===== src/rtl/olist_pkg.sv =====
package olist_pkg;

  localparam int unsigned DATA_W = 32;
  localparam int unsigned OP_W   = 3;
  localparam int unsigned POS_W  = 8;
  localparam int unsigned STAT_W = 3;

  typedef enum logic [OP_W-1:0] {
    OP_INS_FRONT = 3'd0,
    OP_INS_BACK  = 3'd1,
    OP_INS_AT    = 3'd2,
    OP_DEL_FRONT = 3'd3,
    OP_DEL_BACK  = 3'd4,
    OP_DEL_AT    = 3'd5,
    OP_SEARCH    = 3'd6
  } op_t;

  typedef enum logic [STAT_W-1:0] {
    ST_OK      = 3'd0,
    ST_EMPTY   = 3'd1,
    ST_INVALID = 3'd2,
    ST_RANGE   = 3'd3,
    ST_FULL    = 3'd4
  } status_t;

  typedef enum logic [2:0] {
    S_IDLE,
    S_RD,
    S_WR,
    S_FIN,
    S_DONE
  } state_t;

  typedef struct packed {
    status_t status;
    logic    found;
  } olist_res_t;

endpackage


===== src/rtl/ordered_list_engine_core.sv =====
// Ordered list of signed 32-bit values held as a ring in one CAPACITY-entry
// memory with a head pointer and a count. Each input beat carries one command
// and yields one result beat (status, found flag, count after the command).
// One command is in flight at a time; a new beat is taken while the previous
// result still waits in the output register. Inserts and deletes at either end
// (a positioned insert at index n included) and rejected commands go straight
// to the result state. Insert at index k below n of a list of n entries moves
// the n-k entries from k on back by one, last first, then writes the value;
// delete at an interior index k pulls the n-k-1 entries after it forward; a
// search compares from the front until a match or the last entry. Each moved
// or compared entry needs a read and a write/compare step on the one port pair.
module ordered_list_engine_core #(
  parameter int unsigned CAPACITY = 16
) (
  input  logic                                  clk,
  input  logic                                  rst_n,
  input  logic                                  in_valid,
  output logic                                  in_ready,
  input  logic [olist_pkg::OP_W-1:0]            in_opcode,
  input  logic signed [olist_pkg::DATA_W-1:0]   in_item_value,
  input  logic [olist_pkg::POS_W-1:0]           in_position,
  output logic                                  out_valid,
  input  logic                                  out_ready,
  output logic [olist_pkg::STAT_W-1:0]          out_status,
  output logic                                  out_found,
  output logic [$clog2(CAPACITY+1)-1:0]         out_item_count
);

  import olist_pkg::*;

  localparam int unsigned AW = (CAPACITY > 1) ? $clog2(CAPACITY) : 1;
  localparam int unsigned CW = $clog2(CAPACITY + 1);

  logic              mem_we;
  logic [AW-1:0]     mem_waddr;
  logic [DATA_W-1:0] mem_wdata;
  logic [AW-1:0]     mem_raddr;
  logic [DATA_W-1:0] mem_rdata;
  logic              res_valid;
  logic              res_ready;
  olist_res_t        res;
  logic [CW-1:0]     res_count;

  logic              out_valid_r, out_valid_nxt;
  logic [STAT_W-1:0] out_status_r;
  logic              out_found_r;
  logic [CW-1:0]     out_count_r;

  olist_ctrl #(
    .CAPACITY (CAPACITY),
    .AW       (AW),
    .CW       (CW)
  ) u_ctrl (
    .clk           (clk),
    .rst_n         (rst_n),
    .in_valid      (in_valid),
    .in_ready      (in_ready),
    .in_opcode     (in_opcode),
    .in_item_value (in_item_value),
    .in_position   (in_position),
    .mem_we        (mem_we),
    .mem_waddr     (mem_waddr),
    .mem_wdata     (mem_wdata),
    .mem_raddr     (mem_raddr),
    .mem_rdata     (mem_rdata),
    .res_valid     (res_valid),
    .res_ready     (res_ready),
    .res           (res),
    .res_count     (res_count)
  );

  olist_mem #(
    .DEPTH (CAPACITY),
    .AW    (AW),
    .DW    (DATA_W)
  ) u_mem (
    .clk   (clk),
    .we    (mem_we),
    .waddr (mem_waddr),
    .wdata (mem_wdata),
    .raddr (mem_raddr),
    .rdata (mem_rdata)
  );

  // Load a new result once the output slot is free or being drained.
  assign res_ready = !out_valid_r || out_ready;

  always_comb begin
    out_valid_nxt = out_valid_r;
    if (res_valid && res_ready) begin
      out_valid_nxt = 1'b1;
    end else if (out_ready) begin
      out_valid_nxt = 1'b0;
    end
  end

  always_ff @(posedge clk) begin
    if (!rst_n) begin
      out_valid_r <= 1'b0;
    end else begin
      out_valid_r <= out_valid_nxt;
    end
  end

  always_ff @(posedge clk) begin
    if (res_valid && res_ready) begin
      out_status_r <= res.status;
      out_found_r  <= res.found;
      out_count_r  <= res_count;
    end
  end

  assign out_valid      = out_valid_r;
  assign out_status     = out_status_r;
  assign out_found      = out_found_r;
  assign out_item_count = out_count_r;

endmodule


===== src/rtl/olist_mem.sv =====
module olist_mem #(
  parameter int unsigned DEPTH = 16,
  parameter int unsigned AW    = 4,
  parameter int unsigned DW    = 32
) (
  input  logic          clk,
  input  logic          we,
  input  logic [AW-1:0] waddr,
  input  logic [DW-1:0] wdata,
  input  logic [AW-1:0] raddr,
  output logic [DW-1:0] rdata
);

  logic [DW-1:0] mem [DEPTH];
  logic [DW-1:0] rdata_r;

  always_ff @(posedge clk) begin
    if (we) begin
      mem[waddr] <= wdata;
    end
  end

  always_ff @(posedge clk) begin
    rdata_r <= mem[raddr];
  end

  assign rdata = rdata_r;

endmodule


===== src/rtl/olist_ctrl.sv =====
module olist_ctrl #(
  parameter int unsigned CAPACITY = 16,
  parameter int unsigned AW       = 4,
  parameter int unsigned CW       = 5
) (
  input  logic                                  clk,
  input  logic                                  rst_n,
  input  logic                                  in_valid,
  output logic                                  in_ready,
  input  logic [olist_pkg::OP_W-1:0]            in_opcode,
  input  logic signed [olist_pkg::DATA_W-1:0]   in_item_value,
  input  logic [olist_pkg::POS_W-1:0]           in_position,
  output logic                                  mem_we,
  output logic [AW-1:0]                         mem_waddr,
  output logic [olist_pkg::DATA_W-1:0]          mem_wdata,
  output logic [AW-1:0]                         mem_raddr,
  input  logic [olist_pkg::DATA_W-1:0]          mem_rdata,
  output logic                                  res_valid,
  input  logic                                  res_ready,
  output olist_pkg::olist_res_t                 res,
  output logic [CW-1:0]                         res_count
);

  import olist_pkg::*;

  localparam int unsigned CMPW = ((CW > POS_W) ? CW : POS_W) + 1;
  localparam logic [AW:0] CAP_W = (AW + 1)'(CAPACITY);
  localparam logic [AW-1:0] LAST_SLOT = AW'(CAPACITY - 1);

  state_t              state_r, state_nxt;
  op_t                 op_r, op_nxt;
  logic [DATA_W-1:0]   val_r, val_nxt;
  logic [AW-1:0]       head_r, head_nxt;
  logic [CW-1:0]       count_r, count_nxt;
  logic [CW-1:0]       idx_r, idx_nxt;
  logic [CW-1:0]       stop_r, stop_nxt;
  status_t             status_r, status_nxt;
  logic                found_r, found_nxt;

  op_t                 in_op;
  logic [CMPW-1:0]     pos_ext;
  logic [CMPW-1:0]     cnt_ext;
  logic [CW-1:0]       k_idx;
  logic                full;
  logic                empty;
  logic [AW-1:0]       head_dec;
  logic [AW-1:0]       head_inc;

  // Logical list index to physical slot, wrapping around the ring.
  function automatic logic [AW-1:0] phys(input logic [AW-1:0] hd, input logic [CW-1:0] l);
    logic [AW:0] s;
    begin
      s = {1'b0, hd} + {1'b0, l[AW-1:0]};
      if (s >= CAP_W) begin
        s = s - CAP_W;
      end
      return s[AW-1:0];
    end
  endfunction

  assign in_op    = op_t'(in_opcode);
  assign pos_ext  = CMPW'(in_position);
  assign cnt_ext  = CMPW'(count_r);
  assign k_idx    = CW'(pos_ext - CMPW'(1));
  assign full     = (count_r == CW'(CAPACITY));
  assign empty    = (count_r == '0);
  assign head_dec = (head_r == '0) ? LAST_SLOT : head_r - AW'(1);
  assign head_inc = (head_r == LAST_SLOT) ? '0 : head_r + AW'(1);

  always_ff @(posedge clk) begin
    if (!rst_n) begin
      state_r <= S_IDLE;
      head_r  <= '0;
      count_r <= '0;
    end else begin
      state_r <= state_nxt;
      head_r  <= head_nxt;
      count_r <= count_nxt;
    end
  end

  always_ff @(posedge clk) begin
    op_r     <= op_nxt;
    val_r    <= val_nxt;
    idx_r    <= idx_nxt;
    stop_r   <= stop_nxt;
    status_r <= status_nxt;
    found_r  <= found_nxt;
  end

  always_comb begin
    state_nxt  = state_r;
    op_nxt     = op_r;
    val_nxt    = val_r;
    head_nxt   = head_r;
    count_nxt  = count_r;
    idx_nxt    = idx_r;
    stop_nxt   = stop_r;
    status_nxt = status_r;
    found_nxt  = found_r;
    mem_we     = 1'b0;
    mem_waddr  = '0;
    mem_wdata  = val_r;
    mem_raddr  = '0;
    in_ready   = 1'b0;
    res_valid  = 1'b0;

    unique case (state_r)
      S_IDLE: begin
        in_ready = 1'b1;
        if (in_valid) begin
          op_nxt     = in_op;
          val_nxt    = in_item_value;
          status_nxt = ST_OK;
          found_nxt  = 1'b0;
          state_nxt  = S_DONE;
          unique case (in_op)
            OP_INS_FRONT: begin
              if (full) begin
                status_nxt = ST_FULL;
              end else begin
                head_nxt  = head_dec;
                mem_we    = 1'b1;
                mem_waddr = head_dec;
                mem_wdata = in_item_value;
                count_nxt = count_r + CW'(1);
              end
            end
            OP_INS_BACK: begin
              if (full) begin
                status_nxt = ST_FULL;
              end else begin
                mem_we    = 1'b1;
                mem_waddr = phys(head_r, count_r);
                mem_wdata = in_item_value;
                count_nxt = count_r + CW'(1);
              end
            end
            OP_INS_AT: begin
              priority if (in_position == '0) begin
                status_nxt = ST_INVALID;
              end else if (pos_ext > cnt_ext + CMPW'(1)) begin
                status_nxt = ST_RANGE;
              end else if (full) begin
                status_nxt = ST_FULL;
              end else if (k_idx == count_r) begin
                mem_we    = 1'b1;
                mem_waddr = phys(head_r, count_r);
                mem_wdata = in_item_value;
                count_nxt = count_r + CW'(1);
              end else begin
                // shift the tail back by one, last entry first
                idx_nxt   = count_r - CW'(1);
                stop_nxt  = k_idx;
                state_nxt = S_RD;
              end
            end
            OP_DEL_FRONT: begin
              if (empty) begin
                status_nxt = ST_EMPTY;
              end else begin
                head_nxt  = head_inc;
                count_nxt = count_r - CW'(1);
              end
            end
            OP_DEL_BACK: begin
              if (empty) begin
                status_nxt = ST_EMPTY;
              end else begin
                count_nxt = count_r - CW'(1);
              end
            end
            OP_DEL_AT: begin
              priority if (empty) begin
                status_nxt = ST_EMPTY;
              end else if (in_position == '0) begin
                status_nxt = ST_INVALID;
              end else if (pos_ext > cnt_ext) begin
                status_nxt = ST_RANGE;
              end else if (k_idx == '0) begin
                head_nxt  = head_inc;
                count_nxt = count_r - CW'(1);
              end else if (k_idx == count_r - CW'(1)) begin
                count_nxt = count_r - CW'(1);
              end else begin
                // pull the tail forward by one, first entry first
                idx_nxt   = k_idx;
                stop_nxt  = count_r - CW'(2);
                state_nxt = S_RD;
              end
            end
            OP_SEARCH: begin
              if (!empty) begin
                idx_nxt   = '0;
                stop_nxt  = count_r - CW'(1);
                state_nxt = S_RD;
              end
            end
            default: begin
            end
          endcase
        end
      end

      S_RD: begin
        if (op_r == OP_DEL_AT) begin
          mem_raddr = phys(head_r, idx_r + CW'(1));
        end else begin
          mem_raddr = phys(head_r, idx_r);
        end
        state_nxt = S_WR;
      end

      S_WR: begin
        if (op_r == OP_SEARCH) begin
          priority if (mem_rdata == val_r) begin
            found_nxt = 1'b1;
            state_nxt = S_DONE;
          end else if (idx_r == stop_r) begin
            state_nxt = S_DONE;
          end else begin
            idx_nxt   = idx_r + CW'(1);
            state_nxt = S_RD;
          end
        end else begin
          mem_we    = 1'b1;
          mem_wdata = mem_rdata;
          if (op_r == OP_INS_AT) begin
            mem_waddr = phys(head_r, idx_r + CW'(1));
          end else begin
            mem_waddr = phys(head_r, idx_r);
          end
          if (idx_r == stop_r) begin
            state_nxt = S_FIN;
          end else begin
            idx_nxt   = (op_r == OP_INS_AT) ? idx_r - CW'(1) : idx_r + CW'(1);
            state_nxt = S_RD;
          end
        end
      end

      S_FIN: begin
        if (op_r == OP_INS_AT) begin
          mem_we    = 1'b1;
          mem_waddr = phys(head_r, idx_r);
          mem_wdata = val_r;
          count_nxt = count_r + CW'(1);
        end else begin
          count_nxt = count_r - CW'(1);
        end
        state_nxt = S_DONE;
      end

      S_DONE: begin
        res_valid = 1'b1;
        if (res_ready) begin
          state_nxt = S_IDLE;
        end
      end

      default: begin
        state_nxt = S_IDLE;
      end
    endcase
  end

  assign res.status = status_r;
  assign res.found  = found_r;
  assign res_count  = count_r;

  a_count_bound: assert property (@(posedge clk) disable iff (!rst_n)
    count_r <= CW'(CAPACITY))
    else $error("entry count above capacity");

  a_count_step: assert property (@(posedge clk) disable iff (!rst_n)
    (count_r == $past(count_r)) || (count_r == $past(count_r) + CW'(1)) ||
    (count_r == $past(count_r) - CW'(1)))
    else $error("entry count moved by more than one");

  a_no_write_on_read: assert property (@(posedge clk) disable iff (!rst_n)
    (state_r == S_RD) |-> !mem_we)
    else $error("store written during a read cycle");

  a_busy_after_accept: assert property (@(posedge clk) disable iff (!rst_n)
    (in_valid && in_ready) |=> (state_r != S_IDLE))
    else $error("controller idle right after accepting a beat");

endmodule

===== config.mk =====
export PLATFORM = sky130hd
export DESIGN_NAME = ordered_list_engine_core
export DESIGN_NICKNAME = d
export VERILOG_FILES = /design/src/rtl/olist_pkg.sv /design/src/rtl/ordered_list_engine_core.sv /design/src/rtl/olist_mem.sv /design/src/rtl/olist_ctrl.sv
export SDC_FILE = /design/constraint.sdc
export NUM_CORES = 1
export LEC_CHECK = 0
export BUFFER_PORTS_ARGS = -buffer_cell sky130_fd_sc_hd__buf_2
export CAP_MARGIN = 30
export CELL_PAD_IN_SITES_DETAIL_PLACEMENT = 0
export CELL_PAD_IN_SITES_GLOBAL_PLACEMENT = 1
export CORE_MARGIN = 2
export CORE_UTILIZATION = 50
export CTS_CLUSTER_SIZE = 10
export DETAILED_ROUTE_END_ITERATION = 7
export GPL_TIMING_DRIVEN = 0
export PLACE_DENSITY_LB_ADDON = 0.1
export SETUP_SLACK_MARGIN = 0.5
export SYNTH_ARGS = -nofsm -noshare
export SYNTH_HDL_FRONTEND = slang
export SYNTH_SLANG_ARGS = --single-unit
export TNS_END_PERCENT = 100

===== constraint.sdc =====
create_clock -name clk -period 9.05 [get_ports clk]
set_clock_uncertainty 0.05 [all_clocks]
set_input_delay 1.81 -clock clk [delete_from_list [all_inputs] [get_ports clk]]
set_output_delay 1.81 -clock clk [all_outputs]
set_load 0.02 [all_outputs]

## Yosys cells after proc, flatten, opt, wreduce, memory -nomap -nowiden

Memories as Yosys holds them, arrays and structs flattened. A register that Yosys moved wholly into a read port is not among the register bits.
Cells that the tools add are included.

| operators by class | value |
|---|---|
| add/sub/neg operators | 15 |
| order comparisons | 5 |
| equal/unequal tests | 55 |
| multiplexer cells | 124 |
| reduce and logical (&&, ||, !) cells | 23 |

Operators with widths:

| operator | number |
|---|---|
| $mux W32 | 7 |
| $mux W5 | 38 |
| $pmux W32 S2 | 2 |
| $mux W4 | 23 |
| $mux W3 | 20 |
| $ne A3 B3 Y1 const B | 13 |
| $pmux W4 S3 | 3 |
| $eq A32 B32 Y1 | 1 |
| $pmux W5 S3 | 2 |
| $ne A2 B2 Y1 const B | 14 |
| $reduce_and A13 Y1 | 2 |
| $pmux W5 S2 | 2 |
| $pmux W5 S4 | 1 |
| $eq A3 B3 Y1 const B | 6 |
| $mux W1 | 18 |
| $reduce_and A16 Y1 | 1 |
| $sub A4 B1 Y4 const B | 4 |
| $add A4 B4 Y5 | 3 |
| $eq A3 B2 Y1 const B | 5 |
| $eq A5 B5 Y1 | 3 |
| $ge A5 B5 Y1 const B | 3 |
| $pmux W3 S5 | 1 |
| $sub A5 B1 Y5 const B | 3 |
| $pmux W3 S4 | 1 |
| other kinds (31) | 46 |

| storage, ports and cells | value |
|---|---|
| bits in registers | 71 |
| memory bits (writable) | 512 |
| output and inout port bits | 11 |
| memories | 1 |

Memory list:

| memory | depth | width | rd ports | clocked after Yosys merged registers in | write ports | RTL line | text |
|---|---|---|---|---|---|---|---|
| u_mem.mem | 16 | 32 | 1 | 1 | 1 | olist_mem.sv:14 | `logic [DW-1:0] mem [DEPTH];` |

## Logic depth before layout (Yosys ltp)

Gate-level depths: netlist (run 1).

| depth | value |
|---|---|
| depth after elaboration | 11 |
| gate-level depth with buffers | 12 |
| gate-level depth less buffers | 11 |

## Modules after synthesis

From an unflattened synthesis (run 1), not the netlist that was laid out.

| unflattened totals | value |
|---|---|
| cells, all modules | 1,409 |
| area, all modules | 25,451.9 um2 |

By module, submodules not included:

| module | times used | cells each | area each (um2) | sequential area each (um2) |
|---|---|---|---|---|
| olist_mem | 1 | 838 | 19,835.3 | 16,015.4 |
| olist_ctrl | 1 | 557 | 5,288.8 | 1,711.6 |
| ordered_list_engine_core | 1 | 14 | 327.8 | 290.3 |

## Worst setup path after synthesis (run 1)

No wires, ideal clock.

| timing path | value |
|---|---|
| path type | input -> register |
| from | input port in_valid |
| to | memory u_mem.mem[0][0], enable pin |
| data arrival time | 6.549 ns |
| data required time | 8.532 ns |
| path slack | 1.983 ns |
| stages | 8 |
| buffers on the path | 0 |
| cells stage by stage | nand2_1 -> clkinv_1 -> nand3_1 -> a211o_1 -> o311a_1 -> o31a_1 -> or3b_2 -> nor3b_1 |

| on the way | value |
|---|---|
| word-level cells in the longest chain between the ends | 4 |
| elaborated cells between the ends (all ways) | 6 |
| those cells by class | mux: 6 |

Ends and longest elaborated chain:

| element | RTL line | text |
|---|---|---|
| start: declaration | ordered_list_engine_core.sv:17 | `input logic in_valid,` |
| $mux W1 | olist_ctrl.sv:111 | `if (in_valid) begin` |
| $pmux W1 S3 | olist_ctrl.sv:108 | `unique case (state_r)` |
| $mux W1 | olist_mem.sv:18 | `if (we) begin` |
| $mux W1 (implied by the code) | olist_mem.sv:19 | `mem[waddr] <= wdata;` |
| end: declaration | olist_mem.sv:14 |  |

Parallel ways exist; a longest one is shown, timed or not.

## Worst setup path after layout (run 1)

| timing path | value |
|---|---|
| from | register u_ctrl.count_r[3] (netlist: u_ctrl.res_count[3]) |
| to | memory u_mem.mem[0][14], enable pin |

| on the way | value |
|---|---|
| word-level cells in the longest chain between the ends | 10 |
| elaborated cells between the ends (all ways) | 27 |
| those cells by class | add/sub: 3; order compare: 2; eq/ne: 2; mux: 20 |

Ends and longest elaborated chain:

| element | RTL line | text |
|---|---|---|
| start: declaration | olist_ctrl.sv:34 | `logic [CW-1:0] count_r, count_nxt;` |
| start signal: assignment | olist_ctrl.sv:78 | `count_r <= count_nxt;` |
| $add A4 B4 Y5 / $eq A5 B5 Y1 (equally long branches) | olist_ctrl.sv:53, olist_ctrl.sv:146 |  |
| $sub A4 B1 Y4, or another cell as far along | olist_ctrl.sv:55 | `s = s - CAP_W;` |
| $mux W4 / $mux W1 (equally long branches) | olist_ctrl.sv:54, olist_ctrl.sv:144 |  |
| $mux W4 / $mux W1 (equally long branches) | olist_ctrl.sv:146, olist_ctrl.sv:142 |  |
| $mux W4 / $mux W1 (equally long branches) | olist_ctrl.sv:144, olist_ctrl.sv:140 |  |
| $mux W4 / $pmux W1 S2 (equally long branches) | olist_ctrl.sv:142, olist_ctrl.sv:117 |  |
| $mux W4 / $mux W1 (equally long branches) | olist_ctrl.sv:140, olist_ctrl.sv:111 |  |
| $pmux W4 S3 / $pmux W1 S3 (equally long branches) | olist_ctrl.sv:117, olist_ctrl.sv:108 |  |
| $mux W4 / $mux W1 (equally long branches) | olist_ctrl.sv:111, olist_mem.sv:18 |  |
| $pmux W4 S3 / $mux W1 (equally long branches) | olist_ctrl.sv:108, olist_mem.sv:19 |  |

Parallel ways exist; a longest one is shown, timed or not.

==> results of run 1 <==
cells by family after synthesis:
| family | after synthesis |
|---|---|
| buffers and inverters | 154 |
| muxes | 10 |
| DFF | 615 |
| xor gates and xnor gates | 75 |
| AOI/OAI and AO/OA | 546 |
| and+or+nand+nor | 561 |
| adders and majority gates | 35 |
final cells by class:
type	count	area, um^2
Buffer	132	495.5
Clock buffer	127	2135
Clock inverter	3	28.78
Fill cell	4199	22090
Inverter	22	83.83
Multi-Input combinational cell	1227	7913
Sequential cell	615	18020
Tap cell	688	860.8
Timing Repair Buffer	82	718.2
registers in the layout, indices dropped and copies added, names as in the netlist, 3 cells and up:
register	count
out_item_count	5
out_status	3
u_ctrl.head_r	4
u_ctrl.idx_r	5
u_ctrl.op_r	3
u_ctrl.res_count	5
u_ctrl.state_r	3
u_ctrl.status_r	3
u_ctrl.stop_r	5
u_ctrl.val_r	32
u_mem.mem	512
u_mem.rdata	32
final timing paths:
kind | endpoint | cells past startpoint
worst min register to register | out_status[1] | 0
worst max-delay path | u_mem.mem[0][14] | 13
worst max register to register | u_mem.mem[0][14] | 13
worst min-delay path | out_status[1] | 0
cell usage after synthesis (27+ instances only):
cell type / n
dfxtp_1: 45
a31oi_1: 71
edfxtp_1: 570
ha_1: 32
a21o_1: 36
o21ai_0: 27
nor2_1: 35
a22o_1: 32
a311oi_1: 64
nand2_1: 298
a211oi_1: 164
and2_1: 114
xnor2_1: 27
a21oi_1: 96
xor2_1: 46
clkbuf_1: 125
power groups by stage:
stage	sequential (mW)	combinational [mW]	clock, mW
2_1_floorplan	3.34	0.310	0
3_3_place_gp	3.35	0.494	0
3_5_place_dp	3.35	0.521	0
4_1_cts	3.29	0.524	2.73
5_1_grt	3.30	0.572	2.84
6_report	3.29	0.526	2.70
worst max-delay path, delay by kind of cell, from the launching register on:
| family | cells | cell delay, ps |
|---|---|---|
| adder cells (fa/ha/maj) | 1 | 270 |
| XOR/XNOR | 1 | 190 |
| flip-flops | 1 | 480 |
| AND/OR/NAND/NOR | 4 | 1390 |
| AO/OA/AOI/OAI | 3 | 1640 |
| buffers and inverters | 4 | 1810 |
per-stage QoR:
stage                     util [%]  instance area (um^2)  worst slack, ps  power [mW]
after floorplan                  -                 26410             1983       3.651
after global placement       52.64                 27550            -2346       3.846
after detailed placement     53.66                 28090             2528       3.869
after CTS                    57.80                 30250             3013       6.544
after global routing         57.80                 30250             2680       6.710
final                        57.80                 30250             2896       6.515
routing by layer:
| metal | part of all wire (%) | GRT usage, % |
|---|---|---|
| met1 | 42 | 39.83 |
| met2 | 47 | 46.97 |
| met3 | 7.5 | 4.536 |
| met4 | 3.2 | 11.06 |
| met5 | 0.017 | 0 |
==> metrics, run 1 <==
CP Launch Type=flip-flop; Hold Vio Cnt, Final=0; die height=233.8 um; TritonCTS Sinks=615; nets=2234; I/O pins=58; Cells after DPL=2766; # diodes=0; fin crit share=68.00%; Worst path max stage delay=880 ps; antenna violations before repair=1; Synth Area in Simple Gates=10.27%; required time of the critical path=9300 ps; top_reg_cell synth=edfxtp_1; synth top area cells=edfxtp_1 (65%), a211oi_1 (4.7%), nand2_1 (4.2%), dfxtp_1 (3.4%), and2_1 (2.7%); port bufs=57; GPL Wtd Cong=0.9050; DR iter-0 viols=1779; post-layout minimum cycle time=6154 ps; htree depth=3; Synth Register Bits=615; Synth top area share=64.82%; setup_tns=0 ps; WS Path Type=reg -> reg; R2R setup slack=2900 ps; # Max-Cap Violations=0; Post-Synth XOR/XNOR Area=2.568%; synthesized cell area=26410 um^2; TritonCTS clock tree=built; Max Freq=162.5 MHz; Final Instance Count excl. Fillers=2896; Hold Worst Slack=369.7 ps; Detail Placement HPWL=52590 um; Flop pwr share=50.5%; # DRC=0; total CTS buffers=72; Crit. Startpoint=u_ctrl.res_count[3]; register area share after synthesis=68.23%; Post-Syn Area per Cell=13.23 um^2; Post-synth EDFFs=570; most frequent cells in the layout=edfxtp_1 (570), nand2_1 (298), clkbuf_1 (173), a211oi_1 (164), and2_1 (114); Hold Crit Start=u_ctrl.status_r[1]; initial core utilization=50.45%; Post-synth ARST share=0%; Die X-Extent=233.8 um; fraction of layout cells with a size suffix above 1=8.741%; post-synthesis compound-gate area fraction=14.60%; CP max FO=10; synthesized net count=2078; Yosys warning total=0; Internal Pwr Total=5.003 mW; Via-to-Cell Ratio=6.163; cts repair resizes=0; Synth Area in Adders=1.744%; Antenna Nets Post-Route=0; final number of max-transition violations=0; vias in the first global route=17420; RSZ-0062 raised after global routing=false; reg-to-reg startpoint=u_ctrl.res_count[3]; root buffer cell=clkbuf_16; die area=54660 um^2; Leak Pwr=10.16 nW; CP max stage cell=a211oi_2; status=complete, no violations; via count=17850; combinational share of power=8.1%; clk slew on worst S/H paths=60 ps; grt ovf=0; most used cell, CP=buf_6; Max rail drop VDD=0.0001591 V; CTS Hold Bufs=0; Tightest Pin Transition=995.4 ps; Power Density=215.4 nW/um^2; arrival time worst endpoint=6400 ps; worst hold path class=reg -> reg; largest area contributor in the netlist=edfxtp_1; mux contribution to synthesized area=0.3886%; Post-Route WL=78430 um; switching pwr=1.512 mW; core box area=52340 um^2; FP Rows=84; switch share=23.20%; Clock Latency Late Sink=610 ps; largest family of logic cells by synthesized area=compound AO/OA/AOI/OAI gates; P&R area growth vs syn=14.57%; Netlist cell types=67; most common cell after layout, fill and taps aside=edfxtp_1; final setup fails=0; wire per inst=27.08 um; worst path cell trace=buf_1 -> nand3_1 -> xnor2_1 -> ha_1 -> or4bb_1 -> o21ai_0 -> o2111ai_1 -> a211oi_2 -> clkbuf_1 -> nor3_1 -> nor3b_2 -> buf_6 -> buf_6; Total GRT Usage=29.04%; first-pass GRT wire length=114200 um; Slew HR=33.64%; Clock power frac=41.4%; number of setup buffers added after CTS=0; largest net degree at the start of global routing=36; Post-Syn Instances=1996; clk buf depth=3; crit end category=flip-flop; DR pass1 iterations=5
No activity file was read; power rests on OpenSTA's default activity.
==> run 2: changes to the inputs <==
CORE_UTILIZATION = 47   (was 50)
clock period = 5.18 ns   (was 9.05 ns; I/O delays follow)
==> run 2 against run 1 <==
Net effect: register-to-register slack got worse by 2300 ps; critical path depth did not move; wire length increased by 1.8%; sequential power rose by 75%; die area up 6.3%; worst hold slack improved by 11 ps; global-route usage shrank 1.2 points; clock power rose by 72%; final cell count up 2.3%.
==> metrics, run 2 (synthesized netlist as in run 1, its figures left out) <==
clk slew on worst S/H paths=50 ps (about the same); most frequent cells in the layout=edfxtp_1 (570), nand2_1 (298), a211oi_1 (163), clkbuf_1 (138), and2_1 (114); port bufs=57 (unchanged); Total GRT Usage=27.88% (-1.2 points); Post-Route WL=79870 um (+1.8%); initial core utilization=47.74% (-2.7 points); Clock Latency Late Sink=620 ps (about the same); Leak Pwr=10.32 nW (+1.5%); TritonCTS Sinks=615 (unchanged); CTS Hold Bufs=0 (unchanged); DR pass1 iterations=5 (unchanged); Antenna Nets Post-Route=0 (unchanged); vias in the first global route=17350 (-0.41%); Largest register FFs=512 (unchanged); Hold Vio Cnt, Final=0 (unchanged); # DRC=0 (unchanged); R2R cell count=13 (unchanged); Slew HR=29.46% (-4.2 points); most common cell after layout, fill and taps aside=edfxtp_1; arrival time worst endpoint=4860 ps (-1540 ps); fraction of layout cells with a size suffix above 1=11.64% (+2.9 points); final setup fails=0 (unchanged); Die X-Extent=241.0 um (+3.1%); R2R setup slack=620 ps (-2280 ps); CP max FO=16 (+6); Setup crit end=u_mem.mem[0][17]; core box area=55310 um^2 (+5.7%); htree depth=3 (unchanged); die area=58090 um^2 (+6.3%); # diodes=0 (unchanged); Biggest register=u_mem.mem; die height=241.0 um (+3.1%); Final Core Density=55.33% (-2.5 points); Crit. Startpoint=u_ctrl.res_count[0]; TritonCTS clock tree=built; DR iter-0 viols=1889 (+6.2%); Tightest Pin Transition=1058 ps (+62.69 ps); # Max-Cap Violations=0 (unchanged); RSZ-0062 raised after global routing=false; fin crit share=88.05% (+20 points); status=complete, no violations; largest net degree at the start of global routing=36 (unchanged); WS Path Type=reg -> reg; Via-to-Cell Ratio=6.001 (-2.6%); GPL Wtd Cong=0.8804 (-2.7%); wire per inst=26.95 um (-0.50%); FP Rows=86 (+2.4%); first-pass GRT wire length=115500 um (+1.1%); CP Launch Type=flip-flop; required time of the critical path=5470 ps (-3830 ps); Max rail drop VDD=0.0002647 V (+66%); Max Freq=219.2 MHz (+35%); Reg2Reg Capture Point=u_mem.mem[0][17]; clk buf depth=3 (unchanged); final number of max-transition violations=0 (unchanged); post-layout minimum cycle time=4561 ps (-1593 ps); I/O pins=58 (unchanged); worst hold path class=reg -> reg; reg-to-reg startpoint=u_ctrl.res_count[0]; root buffer cell=clkbuf_16; Detail Placement HPWL=53200 um (+1.2%); Final Total Pwr=11.34 mW (+74%); antenna violations before repair=0 (-1); via count=17790 (-0.34%); total CTS buffers=72 (unchanged); grt ovf=0 (unchanged); crit end category=flip-flop; Power Density=370.6 nW/um^2 (+72%); nets=2249 (+0.67%); P&R area growth vs syn=15.90%
==> run 2: metal layers <==
layer  vias up  global-route usage (%)  part of all wire [%]
li1       7981                       -                     -
met1      8935                   37.68                    43
met2       718                   44.76                    47
met3       154                   5.582                   7.1
met4         0                   10.44                   3.6
met5         -                       0                     0
==> run 2: per-stage QoR <==
step	hold WS, ps	setup slack [ps]	area, um^2	setup TNS (ps)	instances
3_3_place_gp	375.6	-2118	27660	-658830	2801
5_1_grt	393.7	503.7	30600	0	2964
2_1_floorplan	350.3	267.5	26440	0	1996
4_1_cts	388.2	500.9	30560	0	2963
3_5_place_dp	375.4	-723.8	28150	-82690	2823
6_report	381.0	618.9	30600	0	2964
==> run 2: repair_timing <==
action,4_1_cts,5_1_grt
pin swaps,10,0
resized for setup,32,36
setup buffers,17,1
hold endpoints to repair,0,0
setup endpoints to repair,1032,852
cloned,0,0
==> run 2: power breakdown <==
| part | leakage (nW) | internal, mW | total [mW] | switching, mW |
|---|---|---|---|---|
| clock network | 1.02 | 2.70 | 4.65 | 1.95 |
| logic | 3.74 | 0.294 | 0.939 | 0.645 |
| registers | 5.56 | 5.68 | 5.75 | 0.0695 |
| total | 10.3 | 8.67 | 11.3 | 2.67 |
==> run 2: worst min path at each step <==
stage	start	to	slack, ps	depth (start not counted)
after global routing	u_ctrl.status_r[1]	out_status[1]	390	0
final	u_ctrl.status_r[1]	out_status[1]	380	0
after global placement	u_ctrl.status_r[0]	out_status[0]	380	0
after detailed placement	u_ctrl.status_r[1]	out_status[1]	380	0
after floorplan	u_ctrl.found_r	out_found	350	0
after CTS	u_ctrl.status_r[1]	out_status[1]	390	0
==> run 2: worst max-delay path: stages (launching register included) <==
cell       delay, ps
dfxtp_1          620
ha_1             300
nand3_1          130
xnor2_1          160
ha_1             270
or4bb_1          490
nand2_1           80
o21ai_1          130
o2111ai_2        380
a211oi_4         140
buf_4            200
nor2_1           370
clkbuf_2         430
a21o_1           510
==> run 2: layout make-up <==
class / count / area (um^2)
Fill cell: 4665 / 24700
Clock inverter: 6 / 82.58
Inverter: 22 / 83.83
Multi-Input combinational cell: 1227 / 7974
Tap cell: 748 / 935.9
Sequential cell: 615 / 18020
Clock buffer: 117 / 2044
Timing Repair Buffer: 97 / 928.4
Buffer: 132 / 535.5
